===== config.mk =====
export PLATFORM = sky130hd
export DESIGN_NAME = ds18x20_scratchpad_decode_unit
export DESIGN_NICKNAME = d
export VERILOG_FILES = /design/src/tsd_pkg.sv /design/src/tsd_ctrl.sv /design/src/tsd_datapath.sv /design/src/ds18x20_scratchpad_decode_unit.sv
export SDC_FILE = /design/constraint.sdc
export NUM_CORES = 1
export LEC_CHECK = 0
export ABC_AREA = 1
export BUFFER_PORTS_ARGS = -buffer_cell sky130_fd_sc_hd__buf_4
export CAP_MARGIN = 25
export CORE_ASPECT_RATIO = 2
export CORE_MARGIN = 4
export CORE_UTILIZATION = 60
export CTS_CLUSTER_SIZE = 14
export DETAILED_ROUTE_END_ITERATION = 16
export GPL_ROUTABILITY_DRIVEN = 0
export PLACE_DENSITY = 0.81
export REMOVE_ABC_BUFFERS = 1
export SYNTH_ARGS = -nofsm -noshare
export SYNTH_HDL_FRONTEND = slang
export SYNTH_SLANG_ARGS = --single-unit

===== constraint.sdc =====
create_clock -name clk_i -period 7 [get_ports clk_i]
set_clock_uncertainty 0.2 [all_clocks]
set_input_delay 1.4 -clock clk_i [delete_from_list [all_inputs] [get_ports clk_i]]
set_output_delay 1.4 -clock clk_i [all_outputs]
set_load 0.01 [all_outputs]

===== src/tsd_pkg.sv =====
// Shared types, constants and the CRC-8 step function for the scratchpad decoder.
// No dependencies; used by tsd_ctrl, tsd_datapath and the top level.
package tsd_pkg;

  localparam int unsigned ByteW     = 8;
  localparam int unsigned TempW     = 16;
  localparam int unsigned StoreDepth = 8;
  localparam int unsigned PosW      = $clog2(StoreDepth);

  localparam logic [PosW-1:0]  PosFirst    = '0;
  localparam logic [PosW-1:0]  PosLast     = PosW'(StoreDepth - 1);
  localparam logic [ByteW-1:0] CrcPoly     = 8'h8C;
  localparam logic [ByteW-1:0] CountPerC   = 8'h10;
  localparam logic [TempW-1:0] HalfDegMask = 16'hFFF0;
  localparam logic [TempW-1:0] CountBias   = 16'd12;

  // Scratchpad byte indexes the decoder reads.
  localparam logic [PosW-1:0] IdxTempLsb = 3'd0;
  localparam logic [PosW-1:0] IdxTempMsb = 3'd1;
  localparam logic [PosW-1:0] IdxConfig  = 3'd4;
  localparam logic [PosW-1:0] IdxRemain  = 3'd6;
  localparam logic [PosW-1:0] IdxPerC    = 3'd7;

  // Resolution codes in bits 6..5 of the configuration byte.
  localparam logic [1:0] Res9Bit  = 2'b00;
  localparam logic [1:0] Res10Bit = 2'b01;
  localparam logic [1:0] Res11Bit = 2'b10;

  typedef enum logic {
    ST_BODY,
    ST_CRC
  } state_e;

  typedef struct packed {
    logic            wr_en;
    logic [PosW-1:0] wr_idx;
    logic            crc_restart;
    logic            finish;
  } cmd_t;

  // One byte of the reflected CRC-8, LSB first.
  function automatic logic [ByteW-1:0] crc_update(input logic [ByteW-1:0] crc_in,
                                                  input logic [ByteW-1:0] data_in);
    logic [ByteW-1:0] crc;
    logic [ByteW-1:0] b;
    logic             mix;
    crc = crc_in;
    b   = data_in;
    for (int i = 0; i < ByteW; i++) begin
      mix = crc[0] ^ b[0];
      crc = crc >> 1;
      if (mix) begin
        crc = crc ^ CrcPoly;
      end
      b = b >> 1;
    end
    return crc;
  endfunction

endpackage


===== src/tsd_ctrl.sv =====
// Frame controller: tracks the byte position and the output register's valid.
// Depends on tsd_pkg; drives commands into tsd_datapath.
module tsd_ctrl (
  input  logic          clk_i,
  input  logic          rst_ni,
  input  logic          in_valid_i,
  input  logic          in_start_i,
  output logic          in_ready_o,
  output logic          out_valid_o,
  input  logic          out_ready_i,
  output tsd_pkg::cmd_t cmd_o
);

  tsd_pkg::state_e           state_q, state_d;
  logic [tsd_pkg::PosW-1:0]  pos_q, pos_d;
  logic                      out_valid_q, out_valid_d;
  logic                      accept;

  assign accept = in_valid_i & in_ready_o;

  // Next state and position.
  always_comb begin
    state_d = state_q;
    pos_d   = pos_q;
    if (accept) begin
      if (in_start_i) begin
        state_d = tsd_pkg::ST_BODY;
        pos_d   = tsd_pkg::PosFirst + 1'b1;
      end else begin
        case (state_q)
          tsd_pkg::ST_BODY: begin
            pos_d   = pos_q + 1'b1;
            state_d = (pos_q == tsd_pkg::PosLast) ? tsd_pkg::ST_CRC : tsd_pkg::ST_BODY;
          end
          tsd_pkg::ST_CRC: begin
            pos_d   = tsd_pkg::PosFirst;
            state_d = tsd_pkg::ST_BODY;
          end
          default: begin
            pos_d   = tsd_pkg::PosFirst;
            state_d = tsd_pkg::ST_BODY;
          end
        endcase
      end
    end
  end

  // Outputs and commands.
  always_comb begin
    // Stall any byte in the CRC slot while an untaken result is pending.
    in_ready_o = !((state_q == tsd_pkg::ST_CRC) && out_valid_q && !out_ready_i);
    cmd_o.wr_en       = accept && (in_start_i || (state_q == tsd_pkg::ST_BODY));
    cmd_o.wr_idx      = in_start_i ? tsd_pkg::PosFirst : pos_q;
    cmd_o.crc_restart = in_start_i;
    cmd_o.finish      = accept && !in_start_i && (state_q == tsd_pkg::ST_CRC);
    out_valid_d = cmd_o.finish | (out_valid_q & ~out_ready_i);
    out_valid_o = out_valid_q;
  end

  always_ff @(posedge clk_i or negedge rst_ni) begin
    if (!rst_ni) begin
      state_q     <= tsd_pkg::ST_BODY;
      pos_q       <= tsd_pkg::PosFirst;
      out_valid_q <= 1'b0;
    end else begin
      state_q     <= state_d;
      pos_q       <= pos_d;
      out_valid_q <= out_valid_d;
    end
  end

endmodule


===== src/tsd_datapath.sv =====
// Datapath: running CRC, scratchpad store, raw decode and held temperature.
// Depends on tsd_pkg; steered by tsd_ctrl commands.
module tsd_datapath (
  input  logic                        clk_i,
  input  logic                        rst_ni,
  input  tsd_pkg::cmd_t               cmd_i,
  input  logic [tsd_pkg::ByteW-1:0]   data_i,
  input  logic                        cfg_we_i,
  input  logic                        cfg_type_i,
  output logic [tsd_pkg::TempW-1:0]   temp_o,
  output logic                        crc_ok_o
);

  logic [tsd_pkg::ByteW-1:0] store_q [tsd_pkg::StoreDepth];
  logic [tsd_pkg::ByteW-1:0] crc_q, crc_d;
  logic [tsd_pkg::TempW-1:0] temp_q, temp_d;
  logic                      crc_ok_q;
  logic                      dev_type_q;
  logic                      match;
  logic [tsd_pkg::TempW-1:0] raw, shifted, decoded;

  always_comb begin
    crc_d = crc_q;
    if (cmd_i.finish) begin
      crc_d = '0;
    end else if (cmd_i.wr_en) begin
      crc_d = tsd_pkg::crc_update(cmd_i.crc_restart ? '0 : crc_q, data_i);
    end
  end

  assign match = (crc_q == data_i);

  always_comb begin
    raw     = {store_q[tsd_pkg::IdxTempMsb], store_q[tsd_pkg::IdxTempLsb]};
    shifted = raw << 3;
    decoded = raw;
    if (dev_type_q) begin
      decoded = shifted;
      if (store_q[tsd_pkg::IdxPerC] == tsd_pkg::CountPerC) begin
        decoded = (shifted & tsd_pkg::HalfDegMask) + tsd_pkg::CountBias
                  - {8'h00, store_q[tsd_pkg::IdxRemain]};
      end
    end else begin
      case (store_q[tsd_pkg::IdxConfig][6:5])
        tsd_pkg::Res9Bit:  decoded = raw & 16'hFFF8;
        tsd_pkg::Res10Bit: decoded = raw & 16'hFFFC;
        tsd_pkg::Res11Bit: decoded = raw & 16'hFFFE;
        default:           decoded = raw;
      endcase
    end
    temp_d = (cmd_i.finish && match) ? decoded : temp_q;
  end

  always_ff @(posedge clk_i) begin
    if (cmd_i.wr_en) begin
      store_q[cmd_i.wr_idx] <= data_i;
    end
    if (cmd_i.finish) begin
      crc_ok_q <= match;
    end
  end

  always_ff @(posedge clk_i or negedge rst_ni) begin
    if (!rst_ni) begin
      crc_q      <= '0;
      temp_q     <= '0;
      dev_type_q <= 1'b0;
    end else begin
      crc_q  <= crc_d;
      temp_q <= temp_d;
      if (cfg_we_i) begin
        dev_type_q <= cfg_type_i;
      end
    end
  end

  assign temp_o   = temp_q;
  assign crc_ok_o = crc_ok_q;

endmodule


===== src/ds18x20_scratchpad_decode_unit.sv =====
// Top level of the 1-Wire thermometer scratchpad decoder.
// Depends on tsd_pkg, tsd_ctrl and tsd_datapath.
//   The input stream carries one scratchpad byte per transfer, bytes 0 to 8
//   in order. tuser high marks byte 0 and restarts the count and the CRC; a
//   frame cut short by a new start is dropped without a result. After
//   reset, and after every byte 8, the next byte counts as byte 0.
//   Bytes 0..7 feed the CRC-8 and the scratchpad store. Byte 8 is compared
//   with the CRC; its transfer produces one result transfer carrying the
//   held temperature in 1/16 degC (updated only on a CRC match) and the
//   match flag.
//   Throughput: one byte per cycle unless stalled. Latency: the result is
//   valid in the cycle after the byte 8 transfer; decode and CRC check sit
//   in one combinational stage ahead of the output register.
//   Stall: the result holds in the output register while the receiver is
//   not ready. Bytes 0..7 keep flowing; the byte that follows byte 7 (the
//   CRC byte, or a new start in its place) waits until the result is taken.
//   Configuration: the one-bit device type is written through the cfg
//   channel, always ready; write it only while the block is idle.
//   Reset: position, CRC, device type and held temperature clear to zero;
//   no result is pending. The store needs no clearing.
module ds18x20_scratchpad_decode_unit (
  input  logic        clk_i,
  input  logic        rst_ni,
  input  logic        s_axis_tvalid_i,
  output logic        s_axis_tready_o,
  input  logic [7:0]  s_axis_tdata_i,   // [7:0] data_byte
  input  logic        s_axis_tuser_i,   // [0] frame_start
  output logic        m_axis_tvalid_o,
  input  logic        m_axis_tready_i,
  output logic [15:0] m_axis_tdata_o,   // [15:0] temperature_sixteenths (signed)
  output logic        m_axis_tuser_o,   // [0] crc_ok
  input  logic        cfg_valid_i,
  output logic        cfg_ready_o,
  input  logic        cfg_data_i        // [0] device_type
);

  tsd_pkg::cmd_t cmd;

  assign cfg_ready_o = 1'b1;

  tsd_ctrl u_ctrl (
    .clk_i       (clk_i),
    .rst_ni      (rst_ni),
    .in_valid_i  (s_axis_tvalid_i),
    .in_start_i  (s_axis_tuser_i),
    .in_ready_o  (s_axis_tready_o),
    .out_valid_o (m_axis_tvalid_o),
    .out_ready_i (m_axis_tready_i),
    .cmd_o       (cmd)
  );

  tsd_datapath u_datapath (
    .clk_i      (clk_i),
    .rst_ni     (rst_ni),
    .cmd_i      (cmd),
    .data_i     (s_axis_tdata_i),
    .cfg_we_i   (cfg_valid_i & cfg_ready_o),
    .cfg_type_i (cfg_data_i),
    .temp_o     (m_axis_tdata_o),
    .crc_ok_o   (m_axis_tuser_o)
  );

`ifndef ASSERT_OFF
  // A completed frame always presents a result in the next cycle.
  a_finish_shows: assert property (@(posedge clk_i) disable iff (!rst_ni)
    cmd.finish |=> m_axis_tvalid_o)
    else $error("frame finished without a result");

  // Never finish a frame over a result the receiver has not taken.
  a_no_overwrite: assert property (@(posedge clk_i) disable iff (!rst_ni)
    (m_axis_tvalid_o && !m_axis_tready_i) |-> !cmd.finish)
    else $error("pending result overwritten");

  // The held temperature changes only on a finishing transfer.
  a_temp_hold: assert property (@(posedge clk_i) disable iff (!rst_ni)
    !cmd.finish |=> $stable(m_axis_tdata_o))
    else $error("temperature changed outside a frame end");
`endif

endmodule

---- Yosys cells after proc, flatten, opt, wreduce, memory -nomap -nowiden ----
Memory sizes are Yosys's and may differ from the RTL's.
Index checks and enable logic that the tools add are counted.
cells by class
  add/subtract/negate cells ............... 3
  equality and inequality tests ........... 5
  mux-type cells .......................... 36
  bitwise operators ....................... 21
  reduce and logical (&&, ||, !) cells .... 12
operator list
  cell                                                                   number
  8-bit two-way mux                                                      25
  16-bit two-way mux                                                     2
  2-bit inverter with 3-bit output                                       8
  16-bit by 4-bit adder with 16-bit output, second input constant        1
  16-bit by 8-bit subtractor with 16-bit output                          1
  3-bit case mux with 3 select lines                                     1
  8-bit by 5-bit equality test with 1-bit output, second input constant  1
  8-bit equality test                                                    1
  1-bit bitwise XOR                                                      8
  1-bit logical AND                                                      6
  3-bit two-way mux                                                      2
  3-bit case mux with 2 select lines                                     1
  1-bit two-way mux                                                      4
  3-bit by 1-bit adder with 3-bit output, second input constant          1
  3-bit equality test, second input constant                             1
  1-bit logical NOT                                                      3
  1-bit AND                                                              2
  2-bit by 1-bit equality test with 1-bit output, second input constant  1
  2-bit equality test, second input constant                             1
  2-bit logical NOT                                                      1
  1-bit inverter                                                         2
  1-bit case mux with 2 select lines                                     1
  2-bit nonzero test                                                     1
  1-bit logical OR                                                       1
  1-bit OR                                                               1
word-level totals
  register bits ........................... 31
  bits in writable memories ............... 64
  bits of input ports ..................... 15
  word-level logic and storage cells ...... 85
  memories ................................ 1
memory list
  memory              words  bits a word  rd ports  clocked after memory_dff  wr ports  line                RTL
  u_datapath.store_q  8      8            5         0                         1         tsd_datapath.sv:14  logic [tsd_pkg::ByteW-1:0] store_q [tsd_pkg::StoreDepth];

---- Logic depth before layout (Yosys ltp) ----
Gate-level depths: netlist (run 1).
  depth in word-level cells ............... 35
  gate-level depth with buffers ........... 16
  depth with buffers taken out ............ 16

---- Cells and area by module ----
Synthesis (run 1) repeated with hierarchy kept, for this count alone.
unflattened totals
  cell total of the unflattened synthesis .. 468
  area, all modules ....................... 3,777.4 um2
by module, submodules not included
  module                          times used  cells an instance  area each (um2)
  tsd_datapath                    1           429                3,477.1
  tsd_ctrl                        1           37                 289.0
  ds18x20_scratchpad_decode_unit  1           2                  11.3

---- Least setup slack after synthesis (run 1) ----
Ideal clock, no wire load.
  kind .................................... input port to flip-flop
  from .................................... input port m_axis_tready_i
  to ...................................... memory u_datapath.store_q[7][0] in the netlist's numbering (enable)
  library setup time ...................... 0.395 ns
  data arrival time ....................... 2.950 ns
  data required time ...................... 6.405 ns
  slack ................................... 3.456 ns
  cell stages on the path ................. 6
  path through ............................ inv_1 -> nand3_2 -> nand2_2 -> a21oi_1 -> inv_1 -> nor4_1
between the ends
  cells in the longest elaborated chain, start to end .. 7
RTL lines
  item                                     line                                  RTL
  from (decl)                              ds18x20_scratchpad_decode_unit.sv:29  input logic m_axis_tready_i,
  1-bit logical NOT                        tsd_ctrl.sv:51                        in_ready_o = !((state_q == tsd_pkg::ST_CRC) && out_valid_q && !out_ready_i);
  1-bit logical AND                        tsd_ctrl.sv:51
  1-bit logical NOT                        tsd_ctrl.sv:51
  named net s_axis_tready_o                ds18x20_scratchpad_decode_unit.sv:25  output logic s_axis_tready_o,
  1-bit AND                                tsd_ctrl.sv:19                        assign accept = in_valid_i & in_ready_o;
  1-bit logical AND                        tsd_ctrl.sv:52                        cmd_o.wr_en = accept && (in_start_i || (state_q == tsd_pkg::ST_BODY));
  1-bit two-way mux                        tsd_datapath.sv:55                    if (cmd_i.wr_en) begin
  1-bit two-way mux (implied by the code)  tsd_datapath.sv:56                    store_q[cmd_i.wr_idx] <= data_i;
  to (decl)                                tsd_datapath.sv:14
The timed path passes the listed nets, and every way through them passes these cells.

---- Worst setup path in the final report (run 1) ----
  from .................................... input port m_axis_tready_i
  to ...................................... memory u_datapath.store_q[6][0] in the netlist's numbering (enable)
between the ends
  cells in the longest elaborated chain, start to end .. 7
RTL lines
  item                                     line
  1-bit logical NOT                        tsd_ctrl.sv:51
  1-bit logical AND                        tsd_ctrl.sv:51
  1-bit logical NOT                        tsd_ctrl.sv:51
  1-bit AND                                tsd_ctrl.sv:19
  1-bit logical AND                        tsd_ctrl.sv:52
  1-bit two-way mux                        tsd_datapath.sv:55
  1-bit two-way mux (implied by the code)  tsd_datapath.sv:56
No other way between the ends.

==> results of run 1 <==
==> registers in the layout, summed over array words and instances (netlist names) <==
signal / cells
u_ctrl.out_valid_o: 1
u_ctrl.pos_q: 3
u_ctrl.state_q: 1
u_datapath.crc_ok_o: 1
u_datapath.crc_q: 8
u_datapath.dev_type_q: 1
u_datapath.store_q: 34
u_datapath.temp_o: 16
==> how the worst max path moves through the flow <==
stage,to,startpoint,cells after the start
6_report,u_datapath.store_q[6][0],m_axis_tready_i,7
2_1_floorplan,u_datapath.store_q[7][0],m_axis_tready_i,6
3_3_place_gp,u_datapath.store_q[1][5],m_axis_tready_i,7
4_1_cts,s_axis_tready_o,m_axis_tready_i,4
5_1_grt,u_datapath.store_q[6][0],m_axis_tready_i,7
3_5_place_dp,u_datapath.store_q[6][1],m_axis_tready_i,7
==> metal layers <==
layer	vias up	track usage	part of all wire
met1	1372	0.2369	0.34
li1	1409	-	-
met4	0	0.1884	0.057
met3	44	0.06160	0.046
met5	-	0	0
met2	115	0.4681	0.55
==> worst max-delay path: stages <==
cell	delay [ns]
buf_4	0.08
inv_1	0.04
nand3_2	0.07
nand2_2	0.13
a21oi_1	0.42
nand2_1	0.20
nor3_1	0.82
==> through the flow <==
stage | instance area, sq um | hold slack [ns] | setup slack [ns]
floorplan | 3503 | 0.2784 | 3.456
global placement | 3842 | 0.2641 | 3.403
detailed placement | 3842 | 0.2712 | 3.258
CTS | 4179 | 0.2869 | 3.584
global route | 4187 | 0.3091 | 3.353
finish | 4187 | 0.2831 | 3.576
==> where the power goes <==
part           switching (mW)  total, mW  internal [mW]
clock                   0.161      0.509          0.348
combinational           0.145      0.245          0.100
sequential             0.0449      0.482          0.437
total                   0.351       1.24          0.885
==> kinds of logic after synthesis <==
logic type | share of synthesized area
simple gates | 0.2410
flops | 0.5081
buf+inv | 0.06493
compound gates | 0.08293
xor+xnor | 0.07728
fa+ha+maj | 0.02470
other cells | 0.001058
==> layout make-up <==
type                    count  area [sq um]
flip-flops and latches     65          1802
fillers                   419          1523
multi-input cells         279          1514
repair buffers             36         270.3
clock buffers              11         232.7
inverters                  50         187.7
clock inverters             5         103.9
well taps                  61         76.32
==> placed cells by master, fill, tap and decap left out, types with 2 or more instances in the layout <==
cell type / instances
nand2_1: 103
inv_1: 46
buf_4: 35
edfxtp_1: 35
nor2_1: 34
dfrtp_1: 30
nand3_1: 24
o21ai_0: 22
xnor2_1: 15
a21oi_1: 12
nor3_1: 10
nand4_1: 10
clkbuf_16: 9
xor2_1: 8
ha_1: 7
nand2_2: 5
a2bb2oi_1: 5
o211ai_1: 5
bufinv_16: 3
nand3_2: 2
inv_2: 2
clkinv_1: 2
nand3b_1: 2
clkbuf_1: 2
==> impl_metrics.py, run 1 <==
metrics = {
    "run_status": {
        "status": "completed",
    },
    "worst_setup_path": {
        "r2r_slack_ns": 4.29,
        "end_kind": "flop",
        "r2r_start": "u_ctrl.state_q",
        "rr_worst_depth": 5,
        "critical_path_required_ns": 6.75,
        "worstPathArrival_ns": 3.18,
        "start_kind": "input port",
        "path_class": "input port to flop",
        "cp_max_fo": 10,
        "regToRegEndpoint": "u_datapath.store_q[6][0]",
    },
    "die": {
        "dieArea_sq_um": 7279,
        "initial_core_util": 0.6211,
        "io_pins": 35,
        "coreArea_sq_um": 5709,
        "die_height_um": 116.7,
        "fp.dieW_um": 62.36,
        "num_rows": 39,
    },
    "clock_network": {
        "clockRootBuffer": "clkbuf_16",
        "cts_resized": 0,
        "clkTransAtPathRegs_ns": 0.05,
        "clock_sinks": 65,
        "cts_tree": "built",
        "cts_max_path_buffers": 2,
        "holdBufCountCts": 0,
        "cts_setup_buffers": 0,
        "clk_latency_ns": 0.34,
        "cts_max_level": 3,
        "cts_buffers": 9,
    },
    "route": {
        "finalWirelength_mm": 8.595,
        "wire_per_inst_um": 16.95,
        "vias_per_cell": 5.799,
        "drc_errors": 0,
        "vias": 2940,
        "dr.pass1.iters": 7,
        "first_iter_violations": 252,
        "drtAntennaViolNets": 0,
    },
    "timing": {
        "tightest_slew_ns": 1.022,
        "maxSlewHeadroom": 0.3135,
        "rsz0062_at_grt": "no",
        "fin_crit_ns": 3.424,
        "fin_setup_tns_ns": 0,
        "hold_viol": 0,
        "maxSlewViolCount": 0,
        "fmax_ghz": 0.2921,
        "period_share": 0.4891,
        "setup_violations": 0,
    },
    "final_layout": {
        "layout.nets": 463,
        "layoutNonFillerInstCount": 507,
        "n_antenna_cell": 0,
        "fin_util": 0.7333,
        "synthToLayoutAreaGrowth_pct": 18.07,
        "layout-drive-gt1-share": 0.1413,
    },
    "power": {
        "ir_worst_vdd_uv": 280.6,
        "p_per_area_nw_per_um2": 295.2,
        "p_total_mw": 1.236,
        "leakagePower_nw": 1.963,
    },
    "hold_path": {
        "hold_end": "u_datapath.temp_o[15]",
        "hold_path_class": "flop to flop",
        "worstHoldStart": "u_datapath.temp_o[15]",
        "min_delay_path_depth": 2,
    },
    "yosys": {
        "syn_inst": 402,
        "ys_types": 39,
        "synthFlopType": "edfxtp_1",
        "syn_area_sq_um": 3546,
        "synth.ff_latch_count": 65,
        "synth_most_common_cell": "nand2_1",
        "synthTopCellsByCount": "nand2_1 (103), inv_1 (46), edfxtp_1 (35), nor2_1 (34), dfrtp_1 (30)",
        "synthTopCellsByArea": "edfxtp_1 (30%), dfrtp_1 (21%), nand2_1 (11%)",
        "yosys_warnings": 0,
        "synth_edf_count": 35,
        "synth.largest_area_cell": "edfxtp_1",
        "syn-mean-instance-area_sq_um": 8.821,
        "yosysTopAreaCellShare": 0.2964,
        "async_flop_share": 0.4615,
        "ys_seq_area_frac": 0.5081,
    },
    "grt": {
        "grt_pass1_wl_mm": 14.06,
        "grt_use_total": 0.2539,
        "grt_max_degree": 31,
        "grt_pass1_vias": 3044,
        "antenna_found_initial": 0,
        "grt-ovfl-total": 0,
    },
    "placed_design": {
        "io_buffers": 33,
        "dp_hpwl_mm": 6.098,
        "placed_cells": 490,
    },
    "job": {
        "drv_cap": 0,
    },
}
Note: power is estimated with default switching activity, not from simulation.
==> inputs of run 2 (changes only) <==
- CORE_UTILIZATION: 60 -> 59
- PLACE_DENSITY: 0.81 -> 0.8
- clock period: 7 -> 3.35 ns (I/O delays scaled with it)
==> run 2 against run 1 <==
  * First-iteration DRC count shrank 24%
  * Sequential power up 110%
  * Cell area fell by 0.69%
  * Critical path depth unchanged
  * Clock power increased by 76%
  * Flip-flop and latch count is the same
  * Largest cell class unchanged
  * Non-clock buffer count increased by 2
  * Critical endpoint is now u_datapath.store_q[0][2]
  * Highest routed layer unchanged
  * Worst hold slack lost 0.22 ns
  * Die area up 1.5%
==> impl_metrics.py, run 2 (same netlist as run 1, synthesis figures left out) <==
metrics = {
    "final_layout": {
        "largest_reg_flops": 34,
        "n_antenna_cell": 0,
        "layout.nets": 465,
        "synthToLayoutAreaGrowth_pct": 17.25,
        "fillCellCount": 458,
        "layout_common_cells": "nand2_1 (103), inv_1 (46), buf_4 (38)",
        "final_common_cell": "nand2_1",
        "fin_util": 0.7221,
        "layout-drive-gt1-share": 0.1473,
        "largest-register": "u_datapath.store_q",
    },
    "grt": {
        "antenna_found_initial": 0,
        "grt-ovfl-total": 0,
        "grt_use_total": 0.2416,
        "grt_pass1_wl_mm": 13.59,
        "grt_pass1_vias": 2921,
        "grt_max_degree": 31,
    },
    "clock_network": {
        "cts_tree": "built",
        "cts_resized": 0,
        "clockRootBuffer": "clkbuf_16",
        "cts_setup_buffers": 0,
        "clkTransAtPathRegs_ns": 0.05,
        "clock_sinks": 65,
        "clk_latency_ns": 0.34,
        "holdBufCountCts": 0,
        "cts_buffers": 9,
        "cts_max_level": 3,
        "cts_max_path_buffers": 2,
    },
    "worst_setup_path": {
        "cp_max_fo": 10,
        "path_class": "input port to flop",
        "start_kind": "input port",
        "end_kind": "flop",
        "worstPathArrival_ns": 2.20,
        "critical_path_required_ns": 3.12,
    },
    "timing": {
        "period_share": 0.7253,
        "fmax_ghz": 0.4116,
        "maxSlewHeadroom": 0.5786,
        "setup_violations": 0,
        "tightest_slew_ns": 0.6298,
        "maxSlewViolCount": 0,
        "fin_crit_ns": 2.430,
        "fin_setup_tns_ns": 0,
        "rsz0062_at_grt": "no",
        "hold_viol": 0,
    },
    "die": {
        "num_rows": 39,
        "coreArea_sq_um": 5758,
        "die_height_um": 117.6,
        "dieArea_sq_um": 7389,
        "initial_core_util": 0.6158,
        "fp.dieW_um": 62.82,
        "io_pins": 35,
    },
    "route": {
        "drc_errors": 0,
        "drtAntennaViolNets": 0,
        "first_iter_violations": 192,
        "finalWirelength_mm": 8.206,
        "vias_per_cell": 5.658,
        "wire_per_inst_um": 16.12,
        "vias": 2880,
        "dr.pass1.iters": 5,
    },
    "hold_path": {
        "hold_path_class": "input port to asynchronous set/reset pin",
    },
    "power": {
        "pwr-share-seq": 0.417,
        "leakagePower_nw": 1.951,
        "power_frac_clock": 0.373,
        "p_sw_frac": 0.2974,
        "ir_worst_vdd_uv": 460.2,
        "intPower_mw": 1.685,
        "p_comb_frac": 0.210,
        "p_per_area_nw_per_um2": 577.0,
        "p_switching_mw": 0.7133,
    },
    "job": {
        "drv_cap": 0,
    },
    "placed_design": {
        "dp_hpwl_mm": 6.106,
        "io_buffers": 33,
    },
    "run_status": {
        "status": "completed",
    },
}
==> run 2: cell types whose count changed in the layout (fill, tap and decap cells not counted), sizes merged <==
cell,delta
bufinv,-3
buf,+3
clkinvlp,+2
==> run 2: routing by layer <==
metal  share of wire  wire length, um  GRT usage  up-vias
li1                -                -          -     1412
met1            0.34             2791     0.2313     1335
met2            0.56             4588     0.4375       97
met3           0.046              380    0.05253       36
met4           0.054              446     0.1784        0
met5               0                0          0        -
==> run 2: stage by stage <==
step / std cells / hold slack, ns / power [mW] / instance area (sq um) / setup slack (ns)
2_1_floorplan: 394 / 0.1744 / 1.362 / 3503 / 0.5358
3_3_place_gp: 493 / 0.2636 / 1.487 / 3865 / 0.7472
3_5_place_dp: 493 / 0.2664 / 1.507 / 3865 / 0.6453
4_1_cts: 509 / 0.06782 / 2.400 / 4158 / 0.9935
5_1_grt: 509 / 0.09330 / 2.516 / 4158 / 0.7595
6_report: 509 / 0.06258 / 2.399 / 4158 / 0.9204
==> run 2: critical path: stages <==
cell and delay (ns):
buf_4 0.07, inv_1 0.05, nand3_2 0.07, nand2_2 0.13, a21oi_1 0.46, nand2_1 0.21, nor2_1 0.54
==> run 2: layout make-up <==
type | instances | area (sq um) | share of cell area
inverters | 50 | 187.7 | 0.04514
well taps | 61 | 76.32 | 0.01836
repair buffers | 38 | 285.3 | 0.06861
clock inverters | 4 | 25.02 | 0.006019
flip-flops and latches | 65 | 1802 | 0.4333
multi-input cells | 279 | 1514 | 0.3641
clock buffers | 12 | 267.8 | 0.06440
==> run 2: final timing paths <==
path	startpoint	to	slack [ns]	depth (start not counted)
min in group clk_i	u_datapath.temp_o[9]	u_datapath.temp_o[9]	0.28	2
hold / removal	rst_ni	u_datapath.temp_o[3]	0.06	1
hold reg to reg	u_datapath.temp_o[9]	u_datapath.temp_o[9]	0.28	2
setup reg to reg	u_ctrl.state_q	u_datapath.store_q[0][2]	0.94	5
max in group asynchronous	rst_ni	u_datapath.crc_q[0]	2.59	1
setup / recovery	m_axis_tready_i	u_datapath.store_q[0][2]	0.92	7
==> run 2: power groups by stage <==
stage	combinational, mW	clock, mW	sequential [mW]
after CTS	0.501	0.903	0.995
after floorplan	0.379	0	0.983
final	0.503	0.896	1.00
after detailed placement	0.498	0	1.01
after global placement	0.481	0	1.01
after global routing	0.570	0.942	1.00
